File: src/rtl/core/bst_pkg.sv
package bst_pkg;

    localparam int unsigned DEF_MAX_DEPTH = 64;

    localparam logic [30:0] LEN_MAX = 31'h7FFF_FFFF;

    localparam logic [7:0] CH_0     = 8'h30;
    localparam logic [7:0] CH_9     = 8'h39;
    localparam logic [7:0] CH_MINUS = 8'h2D;
    localparam logic [7:0] CH_I     = 8'h69;
    localparam logic [7:0] CH_E     = 8'h65;
    localparam logic [7:0] CH_L     = 8'h6C;
    localparam logic [7:0] CH_D     = 8'h64;
    localparam logic [7:0] CH_N     = 8'h6E;
    localparam logic [7:0] CH_T     = 8'h74;
    localparam logic [7:0] CH_F     = 8'h66;

    typedef enum logic [2:0] {
        MODE_IDLE       = 3'd0,
        MODE_INT_FIRST  = 3'd1,
        MODE_INT_DIGITS = 3'd2,
        MODE_LEN_DIGITS = 3'd3,
        MODE_STRING     = 3'd4
    } t_mode;

    typedef enum logic [3:0] {
        TK_NULL   = 4'd0,
        TK_TRUE   = 4'd1,
        TK_FALSE  = 4'd2,
        TK_INT    = 4'd3,
        TK_HEADER = 4'd4,
        TK_SBYTE  = 4'd5,
        TK_LIST   = 4'd6,
        TK_DICT   = 4'd7,
        TK_END    = 4'd8,
        TK_ERROR  = 4'd9
    } t_kind;

    typedef struct packed {
        logic        valid;
        t_kind       kind;
        logic [63:0] int_value;
        logic [30:0] string_length;
        logic [7:0]  data_byte;
        logic        last_byte;
        logic [6:0]  depth;
        logic        overflow;
    } t_token;

endpackage

File: src/rtl/core/bst_parser.sv
module bst_parser #(
    parameter int unsigned MAX_DEPTH = bst_pkg::DEF_MAX_DEPTH
) (
    input  logic            i_clk,
    input  logic            i_rst_n,
    input  logic            i_fire,
    input  logic [7:0]      i_byte,
    output bst_pkg::t_token o_token
);
    import bst_pkg::*;

    localparam int unsigned DW = $clog2(MAX_DEPTH + 1);
    localparam logic [DW-1:0] DEPTH_LIMIT = DW'(MAX_DEPTH);
    localparam logic [DW-1:0] DEPTH_ONE = DW'(1);

    t_mode         r_mode, n_mode;
    logic [63:0]   r_acc, n_acc;
    logic          r_neg, n_neg;
    logic [30:0]   r_left, n_left;
    logic [DW-1:0] r_depth, n_depth;
    logic          r_ovf, n_ovf;

    logic          is_dig;
    logic [3:0]    dval;
    logic [67:0]   int_sum;
    logic          int_step_ovf;
    logic [30:0]   acc_len;
    logic [34:0]   len_sum;
    logic          len_sat;
    logic [30:0]   left_dec;
    logic [63:0]   fin_value;
    logic          fin_ovf;
    logic [DW+6:0] depth_wide;

    assign is_dig = (i_byte >= CH_0) && (i_byte <= CH_9);
    assign dval   = 4'(i_byte - CH_0);

    // Times ten as two shifts and an add; the top four bits catch a wrap past 64 bits.
    assign int_sum      = {1'b0, r_acc, 3'b000} + {3'b000, r_acc, 1'b0} + 68'(dval);
    assign int_step_ovf = |int_sum[67:64];

    assign acc_len = r_acc[30:0];
    assign len_sum = {1'b0, acc_len, 3'b000} + {3'b000, acc_len, 1'b0} + 35'(dval);
    assign len_sat = len_sum > {4'b0000, LEN_MAX};

    assign left_dec = (r_left == 31'd0) ? 31'd0 : r_left - 31'd1;

    assign fin_value = r_neg ? (64'd0 - r_acc) : r_acc;
    assign fin_ovf   = r_ovf | (r_neg ? (r_acc[63] & (|r_acc[62:0])) : r_acc[63]);

    always_comb begin
        n_mode  = r_mode;
        n_acc   = r_acc;
        n_neg   = r_neg;
        n_left  = r_left;
        n_depth = r_depth;
        n_ovf   = r_ovf;
        if (i_fire) begin
            case (r_mode)
                MODE_INT_FIRST: begin
                    if (i_byte == CH_MINUS) begin
                        n_neg  = 1'b1;
                        n_mode = MODE_INT_DIGITS;
                    end else if (is_dig) begin
                        n_acc  = 64'(dval);
                        n_mode = MODE_INT_DIGITS;
                    end else begin
                        n_mode = MODE_IDLE;
                    end
                end
                MODE_INT_DIGITS: begin
                    if (is_dig) begin
                        n_acc = int_sum[63:0];
                        n_ovf = r_ovf | int_step_ovf;
                    end else begin
                        n_mode = MODE_IDLE;
                    end
                end
                MODE_LEN_DIGITS: begin
                    if (is_dig) begin
                        n_acc = len_sat ? 64'(LEN_MAX) : 64'(len_sum);
                        n_ovf = r_ovf | len_sat;
                    end else begin
                        n_left = acc_len;
                        n_mode = (acc_len == 31'd0) ? MODE_IDLE : MODE_STRING;
                    end
                end
                MODE_STRING: begin
                    n_left = left_dec;
                    if (left_dec == 31'd0) begin
                        n_mode = MODE_IDLE;
                    end
                end
                default: begin
                    n_mode = MODE_IDLE;
                    if (i_byte == CH_I) begin
                        n_mode = MODE_INT_FIRST;
                        n_acc  = 64'd0;
                        n_neg  = 1'b0;
                        n_ovf  = 1'b0;
                    end else if (is_dig) begin
                        n_mode = MODE_LEN_DIGITS;
                        n_acc  = 64'(dval);
                        n_ovf  = 1'b0;
                    end else if (i_byte == CH_E) begin
                        if (r_depth != '0) begin
                            n_depth = r_depth - DEPTH_ONE;
                        end
                    end else if (i_byte == CH_L || i_byte == CH_D) begin
                        if (r_depth != DEPTH_LIMIT) begin
                            n_depth = r_depth + DEPTH_ONE;
                        end
                    end
                end
            endcase
        end
    end

    assign depth_wide = {7'd0, n_depth};

    always_comb begin
        o_token               = '0;
        o_token.kind          = TK_ERROR;
        o_token.depth         = depth_wide[6:0];
        case (r_mode)
            MODE_INT_FIRST, MODE_INT_DIGITS: begin
                if (!is_dig && !(r_mode == MODE_INT_FIRST && i_byte == CH_MINUS)) begin
                    o_token.valid     = i_fire;
                    o_token.kind      = TK_INT;
                    o_token.int_value = fin_value;
                    o_token.overflow  = fin_ovf;
                end
            end
            MODE_LEN_DIGITS: begin
                if (!is_dig) begin
                    o_token.valid         = i_fire;
                    o_token.kind          = TK_HEADER;
                    o_token.string_length = acc_len;
                    o_token.overflow      = r_ovf;
                end
            end
            MODE_STRING: begin
                o_token.valid     = i_fire;
                o_token.kind      = TK_SBYTE;
                o_token.data_byte = i_byte;
                o_token.last_byte = (left_dec == 31'd0);
            end
            default: begin
                o_token.valid = i_fire && !(i_byte == CH_I) && !is_dig;
                if (i_byte == CH_N) begin
                    o_token.kind = TK_NULL;
                end else if (i_byte == CH_T) begin
                    o_token.kind = TK_TRUE;
                end else if (i_byte == CH_F) begin
                    o_token.kind = TK_FALSE;
                end else if (i_byte == CH_E) begin
                    o_token.kind = (r_depth != '0) ? TK_END : TK_ERROR;
                end else if (i_byte == CH_L) begin
                    o_token.kind = (r_depth != DEPTH_LIMIT) ? TK_LIST : TK_ERROR;
                end else if (i_byte == CH_D) begin
                    o_token.kind = (r_depth != DEPTH_LIMIT) ? TK_DICT : TK_ERROR;
                end
            end
        endcase
    end

    always_ff @(posedge i_clk) begin
        if (!i_rst_n) begin
            r_mode  <= MODE_IDLE;
            r_acc   <= 64'd0;
            r_neg   <= 1'b0;
            r_left  <= 31'd0;
            r_depth <= '0;
            r_ovf   <= 1'b0;
        end else begin
            r_mode  <= n_mode;
            r_acc   <= n_acc;
            r_neg   <= n_neg;
            r_left  <= n_left;
            r_depth <= n_depth;
            r_ovf   <= n_ovf;
        end
    end

endmodule

File: src/rtl/core/bst_out_reg.sv
module bst_out_reg (
    input  logic            i_clk,
    input  logic            i_rst_n,
    input  logic            i_advance,
    input  bst_pkg::t_token i_token,
    output logic            o_valid,
    output bst_pkg::t_token o_token
);
    import bst_pkg::*;

    logic   r_valid;
    t_token r_token;

    always_ff @(posedge i_clk) begin
        if (!i_rst_n) begin
            r_valid <= 1'b0;
        end else if (i_advance) begin
            r_valid <= i_token.valid;
        end
    end

    // The payload only moves for a valid token, and only when the register is empty or its word has been taken.
    always_ff @(posedge i_clk) begin
        if (i_advance && i_token.valid) begin
            r_token <= i_token;
        end
    end

    assign o_valid = r_valid;
    assign o_token = r_token;

endmodule

File: src/rtl/core/bencode_stream_tokenizer_top.sv
// Channel   Handshake                  Payload
// input     i_in_valid / o_in_ready    i_in_byte
// output    o_out_valid / i_out_ready  o_token_kind, o_int_value, o_string_length,
//                                      o_data_byte, o_last_byte, o_depth, o_overflow
//
// One byte per cycle is sustained while the output does not stall: a byte waits in
// the input register, the parser updates its state and forms the token as the byte
// fires, and the token lands in the output register, whose valid flags it for output.
// Bytes that open a number or continue one produce no token.
// Reset (synchronous, active low) returns the parser to awaiting a lead byte at depth 0.
// A stalled output holds its word and backs up into the input register only then.
module bencode_stream_tokenizer_top #(
    parameter int unsigned MAX_DEPTH = bst_pkg::DEF_MAX_DEPTH
) (
    input  logic               i_clk,
    input  logic               i_rst_n,
    input  logic               i_in_valid,
    output logic               o_in_ready,
    input  logic [7:0]         i_in_byte,
    output logic               o_out_valid,
    input  logic               i_out_ready,
    output logic [3:0]         o_token_kind,
    output logic signed [63:0] o_int_value,
    output logic [30:0]        o_string_length,
    output logic [7:0]         o_data_byte,
    output logic               o_last_byte,
    output logic [6:0]         o_depth,
    output logic               o_overflow
);
    import bst_pkg::*;

    logic       r_in_valid;
    logic [7:0] r_in_byte;
    logic       advance;
    logic       fire;
    t_token     step_token;
    t_token     out_token;

    assign advance    = !o_out_valid || i_out_ready;
    assign fire       = r_in_valid && advance;
    assign o_in_ready = !r_in_valid || advance;

    always_ff @(posedge i_clk) begin
        if (!i_rst_n) begin
            r_in_valid <= 1'b0;
        end else if (o_in_ready) begin
            r_in_valid <= i_in_valid;
        end
    end

    always_ff @(posedge i_clk) begin
        if (o_in_ready && i_in_valid) begin
            r_in_byte <= i_in_byte;
        end
    end

    bst_parser #(
        .MAX_DEPTH(MAX_DEPTH)
    ) u_parser (
        .i_clk  (i_clk),
        .i_rst_n(i_rst_n),
        .i_fire (fire),
        .i_byte (r_in_byte),
        .o_token(step_token)
    );

    bst_out_reg u_out (
        .i_clk    (i_clk),
        .i_rst_n  (i_rst_n),
        .i_advance(advance),
        .i_token  (step_token),
        .o_valid  (o_out_valid),
        .o_token  (out_token)
    );

    assign o_token_kind    = out_token.kind;
    assign o_int_value     = out_token.int_value;
    assign o_string_length = out_token.string_length;
    assign o_data_byte     = out_token.data_byte;
    assign o_last_byte     = out_token.last_byte;
    assign o_depth         = out_token.depth;
    assign o_overflow      = out_token.overflow;

endmodule

File: config.mk
export PLATFORM = sky130hd
export DESIGN_NAME = bencode_stream_tokenizer_top
export DESIGN_NICKNAME = d
export VERILOG_FILES = /design/src/rtl/core/bst_pkg.sv /design/src/rtl/core/bst_parser.sv /design/src/rtl/core/bst_out_reg.sv /design/src/rtl/core/bencode_stream_tokenizer_top.sv
export SDC_FILE = /design/constraint.sdc
export NUM_CORES = 1
export LEC_CHECK = 0
export BUFFER_PORTS_ARGS = -buffer_cell sky130_fd_sc_hd__buf_2
export CAP_MARGIN = 40
export CORE_MARGIN = 4
export CORE_UTILIZATION = 28
export CTS_CLUSTER_SIZE = 16
export DETAILED_ROUTE_END_ITERATION = 8
export PLACE_DENSITY = 0.54
export SETUP_SLACK_MARGIN = 0.1
export SLEW_MARGIN = 20
export SYNTH_ARGS = -nofsm -noshare
export SYNTH_HDL_FRONTEND = slang
export SYNTH_SLANG_ARGS = --single-unit
export TNS_END_PERCENT = 30
File: constraint.sdc
create_clock -name i_clk -period 13 [get_ports i_clk]
set_input_delay 0.65 -clock i_clk [delete_from_list [all_inputs] [get_ports i_clk]]
set_output_delay 0.65 -clock i_clk [all_outputs]
set_load 0.02 [all_outputs]
==> PnR_summary.wiki <==
{| class="wikitable"
! Metric !! Value
|-
| CORE AREA || between 0.05 and 0.06 mm2
|-
| Run status || finished, final reports clean
|-
| Portion of the clock cycle consumed by the worst path in the final layout || 37.5%
|-
| Area of the mapped netlist || 0.0158 mm2
|-
| Area Overhead vs Synth || 14.7%
|-
| Count of nets left with antenna violations after detail routing || 0
|-
| Seq cells post-synth || 233
|-
| Standby leakage power || 7.44 nW
|-
| Slowest cell on the critical path || a311oi_1
|-
| Total global routing track utilization || 15.9%
|-
| Clock Tree Buf Depth || 3
|-
| Post-layout min period || ~5000 ps
|-
| Cell depth of the worst min-delay path || 1
|-
| I/O pin total || 130
|-
| Via count of the first global-routing pass || ~13000
|-
| Share of final-layout standard cells stronger than drive strength 1 || between 10% and 20%
|-
| Worst Setup End Kind || flip-flop
|-
| Ordered list of cells on the worst path || inv_1 -> fa_1 -> inv_1 -> ha_1 -> a211oi_1 -> o211ai_1 -> a311oi_1 -> nor4_1 -> o21bai_1 -> a21oi_1 -> a311oi_2 -> a21boi_1 -> o21ai_0 -> xnor2_1 -> o21ai_0
|-
| Final-layout setup total negative slack || 0 ps
|-
| Routed wirelength normalized by instance count || around 19 um
|-
| FFs w/ async S/R, synth || 0%
|-
| Required time of the critical path || 13410 ps
|-
| # nets final || 1993
|-
| Number of hold violations in the final report || 0
|-
| Pre-CTS setup slack || 8280 ps
|-
| Synthesis warning total || 0
|-
| Starting density of the core || 28.5%
|-
| Worst r2r src || u_parser.r_acc[2]
|-
| Wire length of the first global-routing pass || a little under 80000 um
|-
| Final hold slack || 261 ps
|-
| ANT cells || 0
|-
| R2r endpoint || u_parser.r_acc[61]
|-
| Iter 0 DRT Violations || between 900 and 1000
|-
| Minimum setup slack in the final design || around 8100 ps
|-
| Area of the die || 0.0602 mm2
|-
| # port buffers || roughly 130
|-
| Number of instances in the synthesized netlist || 1763
|-
| Clk Latency, worst-skew pair || 570 ps
|-
| Fin. max-slew vios || 0
|-
| Min-Delay Startpoint || i_in_byte[0]
|-
| Number of sinks driven by the clock tree || roughly 230
|-
| Via count of the routed design || 14102
|-
| Crit start category || flip-flop
|-
| Post-DP HPWL || ~36000 um
|-
| Clock Skews || 18.4 ps
|-
| Maximum frequency from static timing analysis || 205 MHz
|-
| Total congestion overflow || 0
|-
| Count of hold buffers inserted by post-cts repair || 0
|-
| TritonCTS clock tree || built
|-
| Register area share after synthesis || 37.4%
|-
| Number of DRC violations after detailed routing || 0
|-
| Critical Path Fanout Max || 8
|-
| DIE HEIGHT || around 250 um
|-
| Total number of H-tree levels || 1
|-
| Clk slew on worst S/H paths || 60 ps
|-
| Antenna violations before repair || 0
|-
| Worst IR Drop VDD || 82.8 uV
|-
| Critical path class || reg2reg
|-
| Power density relative to cell area || 94.1 mW/mm2
|-
| Net count of the mapped netlist || 1909
|-
| Setup slack of the worst register-to-register path || 8130 ps
|-
| Worst Tran Pin Value || 867 ps
|-
| Final wirelength || 49700 um
|-
| R2R depth || 15
|-
| Worst min-delay path endpoint || r_in_byte[0]
|-
| Most used flip-flop cell after synthesis || edfxtp_1
|-
| Number of cell rows || 86
|-
| Worst slew slack as a fraction of its limit || 41.4%
|-
| Type of the worst min-delay path || in2reg
|-
| Delay contributed by the slowest stage of the critical path || 650 ps
|-
| Max-cap violation count || 0
|-
| Final weighted congestion in routability-driven placement || 0.900
|-
| Unrepaired setup endpoints after global routing || false
|-
| EDFF count, synth || 124
|-
| Setup-violating endpoint count in the final report || 0
|-
| Post-CTS setup-driven buffer insertion count || 0
|-
| Per-instance average area after synthesis || 8.95 um2
|-
| Number of library cell types mapped by synthesis || 76
|-
| Total clock buffers created by CTS || 29
|-
| Number of search-and-repair iterations in the first detailed-routing pass || 7
|-
| Pin count of the biggest net entering global routing || 71
|-
| Horizontal die dimension || 245 um
|-
| Data arrival time of the critical path || ~5300 ps
|-
| Clock root buffer || clkbuf_16
|-
| Via-per-instance ratio || between 5 and 6
|-
| Power Total || between 1.5 and 2 mW
|-
| Post_cts resized || 0
|}
==> how the worst max path moves through the flow <==
stage / from / endpoint / slack (ps) / cells past startpoint
final: u_parser.r_acc[2] / u_parser.r_acc[61] / 8130 / 15
after global routing: u_parser.r_acc[2] / u_parser.r_acc[61] / 7960 / 15
after CTS: u_parser.r_acc[2] / u_parser.r_ovf / 8250 / 16
after detailed placement: u_parser.r_acc[2] / u_parser.r_ovf / 8280 / 16
after global placement: u_parser.r_acc[2] / u_parser.r_ovf / 8330 / 16
after floorplan: r_in_byte[1] / u_out.o_token[0] / 3050 / 7
==> Yosys cell counts, types with 8 or more instances <==
library cell | count | area share [%]
ha_1 | 132 | 10
edfxtp_1 | 124 | 24
o21bai_1 | 9 | 0.43
clkbuf_1 | 90 | 2.1
inv_1 | 39 | 0.93
and3_1 | 16 | 0.63
a21o_1 | 30 | 1.4
nor3b_1 | 11 | 0.52
or3_1 | 9 | 0.36
a22oi_1 | 24 | 1.1
nor4_1 | 23 | 0.91
or2_2 | 8 | 0.32
o41ai_1 | 11 | 0.61
nand3_1 | 32 | 1.0
dfxtp_1 | 109 | 14
nor3_1 | 38 | 1.2
o31ai_1 | 21 | 1.0
nor2b_1 | 38 | 1.5
a31oi_1 | 16 | 0.63
a21oi_1 | 120 | 3.8
a211oi_1 | 9 | 0.43
and2_1 | 62 | 2.5
a22o_1 | 28 | 1.6
xor2_1 | 98 | 5.4
nand2b_1 | 17 | 0.67
nand4_1 | 21 | 0.83
o21ai_0 | 147 | 4.7
or4_1 | 14 | 0.67
a221oi_1 | 8 | 0.44
o211ai_1 | 15 | 0.71
xnor2_1 | 40 | 2.2
nand2_1 | 142 | 3.4
o21a_1 | 9 | 0.43
a21boi_0 | 10 | 0.48
nor2_1 | 150 | 3.6
==> sequential cells by signal, summed over array words and instances, names as in the netlist, 3 cells and up <==
name / flops
r_in_byte: 8
u_parser.r_acc: 64
u_out.o_token: 116
u_parser.r_left: 31
u_parser.r_mode: 3
u_parser.r_depth: 7
==> layout make-up <==
class,instances,area (um2)
fill,5754,37300
multi-input combinational,1394,9360
sequential,233,5910
tap,748,936
timing repair buffer,150,818
clock buffer,35,768
clock inverter,18,171
inverter,39,146
==> power by group <==
group	internal (mW)	switching [mW]
Combinational	0.0284	0.0715
Clock	0.464	0.339
Sequential	0.790	0.0103
==> stage by stage <==
stage	std cells	utilization, %	instance area, um2
after detailed placement	2562	31.0	17200
after CTS	2615	32.7	18100
final	2617	32.7	18100
after floorplan	1763	-	15800
after global routing	2617	32.7	18100
after global placement	2556	30.9	17100
==> metal layers <==
metal	global-route usage (%)	wire length (um)	vias up
li1	-	-	6693
met1	22.5	23500	6864
met2	25.5	22400	468
met3	1.96	2650	77
met4	4.27	1160	0
met5	0	0	-
==> logic make-up (layout without fill, tap and decap cells) <==
family | Yosys count | count (layout) | synth area share, %
simple gates | 601 | 601 | 19.4
compound gates | 515 | 515 | 21.1
flops | 233 | 233 | 37.4
xor+xnor | 138 | 138 | 7.66
buf+inv | 136 | 242 | 3.33
fa+ha+maj | 134 | 134 | 10.7
mux | 6 | 6 | 0.380
==> cells in the final DEF (no fill, tap or decap), types with 21 or more instances in the layout <==
master     count
nor2_1       150
o21ai_0      147
nand2_1      141
ha_1         132
buf_2        131
edfxtp_1     124
a21oi_1      120
dfxtp_1      108
xor2_1        98
and2_1        62
xnor2_1       40
inv_1         39
nor2b_1       38
nor3_1        37
nand3_1       32
a21o_1        30
clkbuf_16     29
a22o_1        28
a22oi_1       24
nor4_1        23
nand4_1       21
o31ai_1       21
==> critical path, delay by kind of cell, from the launching register on <==
family,cells,cell delay (ps)
buf+inv,2,280
xor+xnor,1,160
fa+ha+maj,2,890
simple gates,1,180
compound gates,9,2670
flops,1,510
Note: power is estimated with default switching activity, not from simulation.
